## config.mk

```make
export PLATFORM = sky130hd
export DESIGN_NAME = key_matrix_hid_report_packer_unit
export DESIGN_NICKNAME = d
export VERILOG_FILES = /design/src/hdl/kmhr_pkg.sv /design/src/hdl/kmhr_keymap.sv /design/src/hdl/kmhr_core.sv /design/src/hdl/kmhr_out_fifo.sv /design/src/hdl/key_matrix_hid_report_packer_unit.sv
export SDC_FILE = /design/constraint.sdc
export NUM_CORES = 2
export LEC_CHECK = 0
export BUFFER_PORTS_ARGS = -buffer_cell sky130_fd_sc_hd__buf_2
export CAP_MARGIN = 15
export CORE_ASPECT_RATIO = 0.6
export CORE_UTILIZATION = 60
export CTS_CLUSTER_DIAMETER = 200
export CTS_CLUSTER_SIZE = 28
export DETAILED_ROUTE_END_ITERATION = 16
export PLACE_DENSITY = 0.88
export SLEW_MARGIN = 30
export SYNTH_ARGS = -nofsm -noshare
export SYNTH_HDL_FRONTEND = slang
export SYNTH_SLANG_ARGS = --single-unit
```

## constraint.sdc

```tcl
create_clock -name clk -period 19.1 [get_ports clk]
set_input_delay 0.955 -clock clk [delete_from_list [all_inputs] [get_ports clk]]
set_output_delay 0.955 -clock clk [all_outputs]
set_load 0.03 [all_outputs]
```

## src/hdl/kmhr_pkg.sv

```systemverilog
package kmhr_pkg;

  localparam int KMHR_COLUMNS = 14;
  localparam int KMHR_ROWS    = 5;
  localparam int REPORT_KEYS  = 6;
  localparam int ROW_BITS_W   = 5;
  localparam int KEY_CNT_W    = 3;
  localparam int OUT_DEPTH    = 4;
  localparam int OUT_PTR_W    = 2;
  localparam int OUT_CNT_W    = 3;

  localparam logic KIND_MAP_WRITE = 1'b0;
  localparam logic KIND_COLUMN    = 1'b1;

  localparam logic REPORT_KEY     = 1'b0;
  localparam logic REPORT_RELEASE = 1'b1;

  localparam logic [4:0] MOD_PREFIX = 5'b11100;

  typedef logic [REPORT_KEYS-1:0][7:0] key_slots_t;

  typedef struct packed {
    logic       report_type;
    logic [7:0] modifier_bits;
    key_slots_t key_slots;
    logic       final_result;
  } report_t;

  typedef struct packed {
    logic [1:0] count;
    report_t    rep0;
    report_t    rep1;
  } push_t;

  typedef struct packed {
    logic [ROW_BITS_W-1:0] row_bits;
    logic                  last_column;
    logic                  in_range;
  } col_item_t;

endpackage

```

## src/hdl/kmhr_keymap.sv

```systemverilog
module kmhr_keymap #(
  parameter int COLUMNS = kmhr_pkg::KMHR_COLUMNS,
  parameter int ROWS    = kmhr_pkg::KMHR_ROWS
) (
  input  logic                 clk,
  input  logic                 wr_en,
  input  logic [6:0]           wr_index,
  input  logic [7:0]           wr_code,
  input  logic                 rd_en,
  input  logic [3:0]           rd_column,
  output logic [ROWS-1:0][7:0] rd_codes
);
  import kmhr_pkg::*;

  localparam int COL_W = (COLUMNS > 1) ? $clog2(COLUMNS) : 1;
  localparam int ROW_W = (ROWS > 1) ? $clog2(ROWS) : 1;

  logic [ROWS-1:0][7:0] mem [COLUMNS];

  logic [8:0]       idx_ext;
  logic [8:0]       row_full;
  logic [COL_W-1:0] wr_col;
  logic [ROW_W-1:0] wr_row;
  logic             wr_ok;
  logic [5:0]       rd_col_ext;
  logic [COL_W-1:0] rd_addr;

  always_comb begin
    idx_ext = 9'(wr_index);
    wr_col  = '0;
    for (int c = 1; c < COLUMNS; c++) begin
      if (idx_ext >= 9'(c * ROWS)) begin
        wr_col = COL_W'(c);
      end
    end
    row_full = idx_ext - 9'(wr_col) * 9'(ROWS);
    wr_row   = row_full[ROW_W-1:0];
    wr_ok    = idx_ext < 9'(COLUMNS * ROWS);
  end

  assign rd_col_ext = 6'(rd_column);
  assign rd_addr    = (rd_col_ext < 6'(COLUMNS)) ? rd_col_ext[COL_W-1:0] : '0;

  always_ff @(posedge clk) begin
    if (wr_en && wr_ok) begin
      mem[wr_col][wr_row] <= wr_code;
    end
    if (rd_en) begin
      rd_codes <= mem[rd_addr];
    end
  end

endmodule

```

## src/hdl/kmhr_core.sv

```systemverilog
module kmhr_core #(
  parameter int ROWS = kmhr_pkg::KMHR_ROWS
) (
  input  logic                 clk,
  input  logic                 rst,
  input  logic                 advance,
  input  kmhr_pkg::col_item_t  item,
  input  logic [ROWS-1:0][7:0] codes,
  output kmhr_pkg::push_t      push
);
  import kmhr_pkg::*;

  localparam int SCAN_ROWS = (ROWS < ROW_BITS_W) ? ROWS : ROW_BITS_W;

  key_slots_t           key_buffer;
  logic [KEY_CNT_W-1:0] key_count;
  logic [7:0]           modifier_acc;
  logic                 any_pressed_this_scan;
  logic                 pressed_last_scan;

  key_slots_t           buf_w;
  logic [KEY_CNT_W-1:0] cnt_w;
  logic [7:0]           mods_w;
  logic                 any_w;
  logic [7:0]           code_w;
  logic                 full_emit;
  logic                 left_emit;
  logic                 rel_emit;
  report_t              full_rep;
  report_t              left_rep;
  report_t              rel_rep;
  logic [1:0]           n_w;

  always_comb begin
    buf_w     = key_buffer;
    cnt_w     = key_count;
    mods_w    = modifier_acc;
    any_w     = any_pressed_this_scan;
    code_w    = '0;
    full_emit = 1'b0;
    full_rep  = '0;
    for (int r = 0; r < SCAN_ROWS; r++) begin
      if (item.in_range && item.row_bits[r]) begin
        code_w = codes[r];
        if (code_w[7:3] == MOD_PREFIX) begin
          mods_w = mods_w | (8'd1 << code_w[2:0]);
        end
        buf_w[cnt_w] = code_w;
        cnt_w = cnt_w + 1'b1;
        if (cnt_w == KEY_CNT_W'(REPORT_KEYS)) begin
          full_emit              = 1'b1;
          full_rep.report_type   = REPORT_KEY;
          full_rep.modifier_bits = mods_w;
          full_rep.key_slots     = buf_w;
          cnt_w = '0;
          buf_w = '0;
        end
        any_w = 1'b1;
      end
    end

    left_emit = item.last_column && (cnt_w != '0);
    rel_emit  = item.last_column && !any_w && pressed_last_scan;

    left_rep               = '0;
    left_rep.report_type   = REPORT_KEY;
    left_rep.modifier_bits = mods_w;
    left_rep.key_slots     = buf_w;

    rel_rep             = '0;
    rel_rep.report_type = REPORT_RELEASE;

    n_w = 2'(full_emit) + 2'(left_emit) + 2'(rel_emit);

    push.count = advance ? n_w : 2'd0;
    push.rep0  = full_emit ? full_rep : (left_emit ? left_rep : rel_rep);
    push.rep0.final_result = (n_w == 2'd1);
    push.rep1  = left_rep;
    push.rep1.final_result = 1'b1;
  end

  always_ff @(posedge clk) begin
    if (rst) begin
      key_buffer            <= '0;
      key_count             <= '0;
      modifier_acc          <= '0;
      any_pressed_this_scan <= 1'b0;
      pressed_last_scan     <= 1'b0;
    end else if (advance) begin
      if (item.last_column) begin
        key_buffer            <= '0;
        key_count             <= '0;
        modifier_acc          <= '0;
        any_pressed_this_scan <= 1'b0;
        pressed_last_scan     <= any_w;
      end else begin
        key_buffer            <= buf_w;
        key_count             <= cnt_w;
        modifier_acc          <= mods_w;
        any_pressed_this_scan <= any_w;
      end
    end
  end

endmodule

```

## src/hdl/kmhr_out_fifo.sv

```systemverilog
module kmhr_out_fifo (
  input  logic              clk,
  input  logic              rst,
  input  kmhr_pkg::push_t   push,
  output logic              room,
  output logic              out_valid,
  input  logic              out_ready,
  output kmhr_pkg::report_t head
);
  import kmhr_pkg::*;

  report_t              entries [OUT_DEPTH];
  logic [OUT_PTR_W-1:0] wr_ptr;
  logic [OUT_PTR_W-1:0] rd_ptr;
  logic [OUT_CNT_W-1:0] count;
  logic [OUT_CNT_W-1:0] count_next;
  logic                 pop;

  assign out_valid  = (count != '0);
  assign pop        = out_valid && out_ready;
  assign room       = (count <= OUT_CNT_W'(OUT_DEPTH - 2));
  assign head       = entries[rd_ptr];
  assign count_next = count + OUT_CNT_W'(push.count) - OUT_CNT_W'(pop);

  always_ff @(posedge clk) begin
    if (push.count != 2'd0) begin
      entries[wr_ptr] <= push.rep0;
    end
    if (push.count == 2'd2) begin
      entries[wr_ptr + 1'b1] <= push.rep1;
    end
  end

  always_ff @(posedge clk) begin
    if (rst) begin
      wr_ptr <= '0;
      rd_ptr <= '0;
      count  <= '0;
    end else begin
      wr_ptr <= wr_ptr + OUT_PTR_W'(push.count);
      rd_ptr <= rd_ptr + OUT_PTR_W'(pop);
      count  <= count_next;
    end
  end

endmodule

```

## src/hdl/key_matrix_hid_report_packer_unit.sv

```systemverilog
// Keyboard matrix to HID boot report packer (six keys per report).
// Input channel (in_valid/in_ready): kind 0 writes keymap entry map_index
// with map_code; kind 1 carries row_bits of one column, last_column ending
// a full scan. Output channel (out_valid/out_ready): up to two HID reports
// per column item with report_type, modifier_bits, key_slot0..5 and
// final_result on the last report caused by a column item.
// Keymap writes take effect at acceptance and give no report. A column
// item is registered together with its keymap row read, then packed in
// one pass once the report queue has room and written into that queue,
// from which its first report is offered.
// Throughput: one item per cycle while the report queue has room; a
// column item yields at most two reports, which leave at one per cycle
// while out_ready is high, so the output port bounds the sustained rate.
// Reset clears the scan state and the report queue; the keymap is not
// cleared and must be written before use. When the receiver stalls, up to
// four reports queue and then in_ready drops until space frees up.
module key_matrix_hid_report_packer_unit #(
  parameter int COLUMNS = kmhr_pkg::KMHR_COLUMNS,
  parameter int ROWS    = kmhr_pkg::KMHR_ROWS
) (
  input  logic       clk,
  input  logic       rst,
  input  logic       in_valid,
  output logic       in_ready,
  input  logic       kind,
  input  logic [6:0] map_index,
  input  logic [7:0] map_code,
  input  logic [3:0] column,
  input  logic [4:0] row_bits,
  input  logic       last_column,
  output logic       out_valid,
  input  logic       out_ready,
  output logic       report_type,
  output logic [7:0] modifier_bits,
  output logic [7:0] key_slot0,
  output logic [7:0] key_slot1,
  output logic [7:0] key_slot2,
  output logic [7:0] key_slot3,
  output logic [7:0] key_slot4,
  output logic [7:0] key_slot5,
  output logic       final_result
);
  import kmhr_pkg::*;

  logic                 accept;
  logic                 s1_valid;
  col_item_t            s1_item;
  logic                 fire;
  logic                 room;
  logic [ROWS-1:0][7:0] codes;
  push_t                push;
  report_t              head;

  assign accept   = in_valid && in_ready;
  assign fire     = s1_valid && room;
  assign in_ready = !s1_valid || fire;

  always_ff @(posedge clk) begin
    if (rst) begin
      s1_valid <= 1'b0;
    end else if (in_ready) begin
      s1_valid <= accept && (kind == KIND_COLUMN);
    end
  end

  always_ff @(posedge clk) begin
    if (accept && (kind == KIND_COLUMN)) begin
      s1_item.row_bits    <= row_bits;
      s1_item.last_column <= last_column;
      s1_item.in_range    <= (6'(column) < 6'(COLUMNS));
    end
  end

  kmhr_keymap #(
    .COLUMNS(COLUMNS),
    .ROWS   (ROWS)
  ) u_keymap (
    .clk      (clk),
    .wr_en    (accept && (kind == KIND_MAP_WRITE)),
    .wr_index (map_index),
    .wr_code  (map_code),
    .rd_en    (accept && (kind == KIND_COLUMN)),
    .rd_column(column),
    .rd_codes (codes)
  );

  kmhr_core #(
    .ROWS(ROWS)
  ) u_core (
    .clk    (clk),
    .rst    (rst),
    .advance(fire),
    .item   (s1_item),
    .codes  (codes),
    .push   (push)
  );

  kmhr_out_fifo u_out_fifo (
    .clk      (clk),
    .rst      (rst),
    .push     (push),
    .room     (room),
    .out_valid(out_valid),
    .out_ready(out_ready),
    .head     (head)
  );

  assign report_type   = head.report_type;
  assign modifier_bits = head.modifier_bits;
  assign key_slot0     = head.key_slots[0];
  assign key_slot1     = head.key_slots[1];
  assign key_slot2     = head.key_slots[2];
  assign key_slot3     = head.key_slots[3];
  assign key_slot4     = head.key_slots[4];
  assign key_slot5     = head.key_slots[5];
  assign final_result  = head.final_result;

endmodule

```

==> flow_summary_export.csv <==
group,metric,value,unit
sta,setup_viol,0,
cts,cts-resized-gates,0,
cts,cts_buffer_depth,3,
setup_path,max_stage_delay,980,ps
synth,synth_warnings,0,
cts,clockRootBuffer,"clkbuf_16",
detailed_routing,first_pass_iters,8,
grt,antenna_found_initial,7,
sta,slew_viol_final,0,
synth,synth.top_cell.area_share,50.3,%
detailed_routing,drc_errors,0,
synth,syn-cell-area,49600,um^2
synth,synth_edf_count,831,
finish,mostFrequentLayoutCells,"edfxtp_1 (831), o21ai_0 (317), a21oi_1 (295)",
sta,grt_setup_unrepaired,"no",
synth,ys_seq_area_share,53.4,%
sta,layout_setup_ws,7030,ps
setup_path,r2r-start,"u_core.key_count[0]",
run_status,status,"finished clean",
finish,n_fill_cell,6216,
place,dpl.hpwl,121,mm
floorplanning,die_w,373,um
synth,synth_area_per_cell,11.2,um^2
place,place_ws,7230,ps
floorplanning,start_util,60.8,%
cts,cts_made_buffers,38,
min_path,min_to,"s1_item[1]",
synth,ys_types,102,
sta,tightest_slew,1150,ps
setup_path,cp-start-kind,"flop",
power,leakagePower,0.0166,uW
power,vdd_ir_drop_max,0.103,mV
place,portBuffers,89,
sta,timing.fmax,82.8,MHz
setup_path,end_kind,"flop",
cts,cts_hold_repair.buffers,0,
sta,slew_headroom,23.1,%
sta,fin_crit,12070,ps
grt,grt_pass1_wl,255,mm
floorplanning,die_area,83800,um^2
cts,clock_sinks,908,
finish,layout_commonest_cell,"edfxtp_1",
cts,clk_pin_slew,130,ps
min_path,hold_start,"last_column",
detailed_routing,vias,42400,
setup_path,r2r-end,"u_out_fifo.entries[2][2]",
synth,yosysTopAreaCell,"edfxtp_1",
finish,nets,4335,
sta,final.setup_skew,36.8,ps
detailed_routing,wirelength,177,mm
place,gp_congestion,1.07,
detailed_routing,vias_per_cell,7.85,
grt,grt_pass1_vias,38700,
setup_path,worstPathRequired,19390,ps
setup_path,cp_common_cell,"ha_1",
grt,grt_overflow_total,0,
power,pwr-share-comb,23.0,%
power,p_int,2880,uW
synth,synth_seq_cells,908,
floorplanning,core_area,81600,um^2
synth,async_reset_ff_share,0,%
power,pwr-share-seq,52.7,%
cts,clock_latency,660,ps
sta,setup_tns,0,ps
sta,fin_crit_sh,63.2,%
setup_path,r2r_setup_slack,7030,ps
grt,grt_usage,41.0,%
floorplanning,io_pins,90,
detailed_routing,wl_per_cell,32.7,um
detailed_routing,ant_nets,0,
finish,area_delta_synth_final,5.47,%
cts,cts_htree_levels,2,
detailed_routing,drtIter0Drc,7649,
grt,grt_max_degree,80,
job,cap_violations,0,
finish,drive_gt1_share,15.0,%
setup_path,crit_slowest_cell,"fa_1",
floorplanning,num_rows,81,
power,p_per_area,80.9,nW/um^2
setup_path,path_class,"flop to flop",
min_path,hold_depth,1,
cts,cts_tree,"done",
power,switching_share,31.8,%
cts,post_cts_buffers,0,
setup_path,rr_worst_depth,30,
synth,synthCells,4429,
finish,utilization,64.1,%
min_path,min_path_type,"input pin to flop",
power,p_switching,1340,uW
synth,synth_ff_type,"edfxtp_1",
sta,final_hold_viol_count,0,
synth,syn_nets,4477,
setup_path,cp_max_fo,40,
floorplanning,die_h,225,um
power,power.share.clock,24.3,%
setup_path,arrival,12360,ps
synth,synth_area_leaders,"edfxtp_1 (50%), mux2_2 (4.5%), mux2i_1 (3.5%), o21ai_0 (3.2%), dfxtp_1 (3.1%)",
[cell type report]
class / instances / area (um^2) / area share, %
Antenna cell: 6 / 15.0 / 0.0287
Sequential cell: 908 / 26500 / 50.7
Tap cell: 1079 / 1350 / 2.58
Multi-Input combinational cell: 3072 / 21600 / 41.4
Timing Repair Buffer: 226 / 1490 / 2.85
Inverter: 41 / 156 / 0.299
Clock buffer: 66 / 1060 / 2.02
Clock inverter: 4 / 96.3 / 0.184
[worst max path at each step]
stage / start / to
final: u_core.key_count[0] / u_out_fifo.entries[2][2]
after global routing: u_core.key_count[1] / u_out_fifo.entries[2][7]
after CTS: u_core.key_count[0] / u_out_fifo.entries[2][49]
after detailed placement: u_core.key_count[0] / u_out_fifo.entries[2][49]
after global placement: u_core.key_count[0] / u_out_fifo.entries[2][49]
after floorplan: u_core.key_count[1] / u_out_fifo.entries[2][10]
[power by group through the flow]
stage | sequential, uW | clock, uW | combinational (uW)
floorplan | 2240 | 0 | 650
global placement | 2270 | 0 | 909
detailed placement | 2270 | 0 | 923
CTS | 2230 | 1020 | 928
global route | 2230 | 1090 | 1000
finish | 2230 | 1030 | 971
[kinds of logic after synthesis]
family	Yosys count	synth area share [%]
simple gates	959	8.98
mux	432	10.7
fa+ha+maj	18	0.500
compound gates	1644	22.5
flops	908	53.4
xor+xnor	19	0.351
buf+inv	449	3.53
[sequential cells by signal, indices dropped and copies added, names as in the netlist]
| register | flops |
|---|---|
| s1_valid | 1 |
| u_keymap.mem | 560 |
| s1_item | 7 |
| u_core.any_pressed_this_scan | 1 |
| u_core.key_buffer | 48 |
| u_out_fifo.wr_ptr | 2 |
| u_core.key_count | 3 |
| u_out_fifo.count | 3 |
| u_out_fifo.rd_ptr | 2 |
| u_out_fifo.entries | 232 |
| u_keymap.rd_codes | 40 |
| u_core.modifier_acc | 8 |
| u_core.pressed_last_scan | 1 |
[Yosys cell counts (26+ instances only)]
master / instances
buf_2: 36
mux2_2: 197
a221o_1: 26
buf_1: 53
a211oi_1: 88
nor3_1: 103
o211ai_1: 111
a22o_1: 28
mux4_2: 58
clkbuf_1: 314
o31ai_1: 29
a31oi_1: 31
o21a_1: 47
inv_1: 36
dfxtp_1: 77
nand2_1: 264
o22ai_1: 197
a21oi_1: 297
or3_1: 34
mux2i_1: 175
o21ai_1: 49
a22oi_1: 60
o21ai_0: 318
edfxtp_1: 831
nor2_1: 273
a32oi_1: 27
nand3_1: 132
o221ai_1: 84
[metal layers]
metal / track usage [%] / share of wire (%) / vias to the layer above
met5: 0 / 0.045 / -
met3: 17.3 / 18 / 537
met2: 54.8 / 39 / 3900
met1: 60.4 / 39 / 20600
li1: - / - / 17400
met4: 11.5 / 3.3 / 6
[through the flow]
| step | total power (uW) | instance area (um^2) | hold slack [ps] | std cells |
|---|---|---|---|---|
| final | 4230 | 52300 | 469 | 5402 |
| after global routing | 4320 | 52300 | 461 | 5397 |
| after CTS | 4180 | 52200 | 449 | 5392 |
| after detailed placement | 3190 | 51000 | 458 | 5322 |
| after global placement | 3180 | 51000 | 440 | 5319 |
| after floorplan | 2890 | 49600 | 431 | 4429 |
[worst max-delay path, delay by kind of cell (launching register included)]
family	cells	cell delay [ps]
simple gates	12	4190
fa+ha+maj	6	3010
compound gates	7	2110
buf+inv	4	1280
flops	1	760
xor+xnor	1	290
No activity file was read; power rests on OpenSTA's default activity.
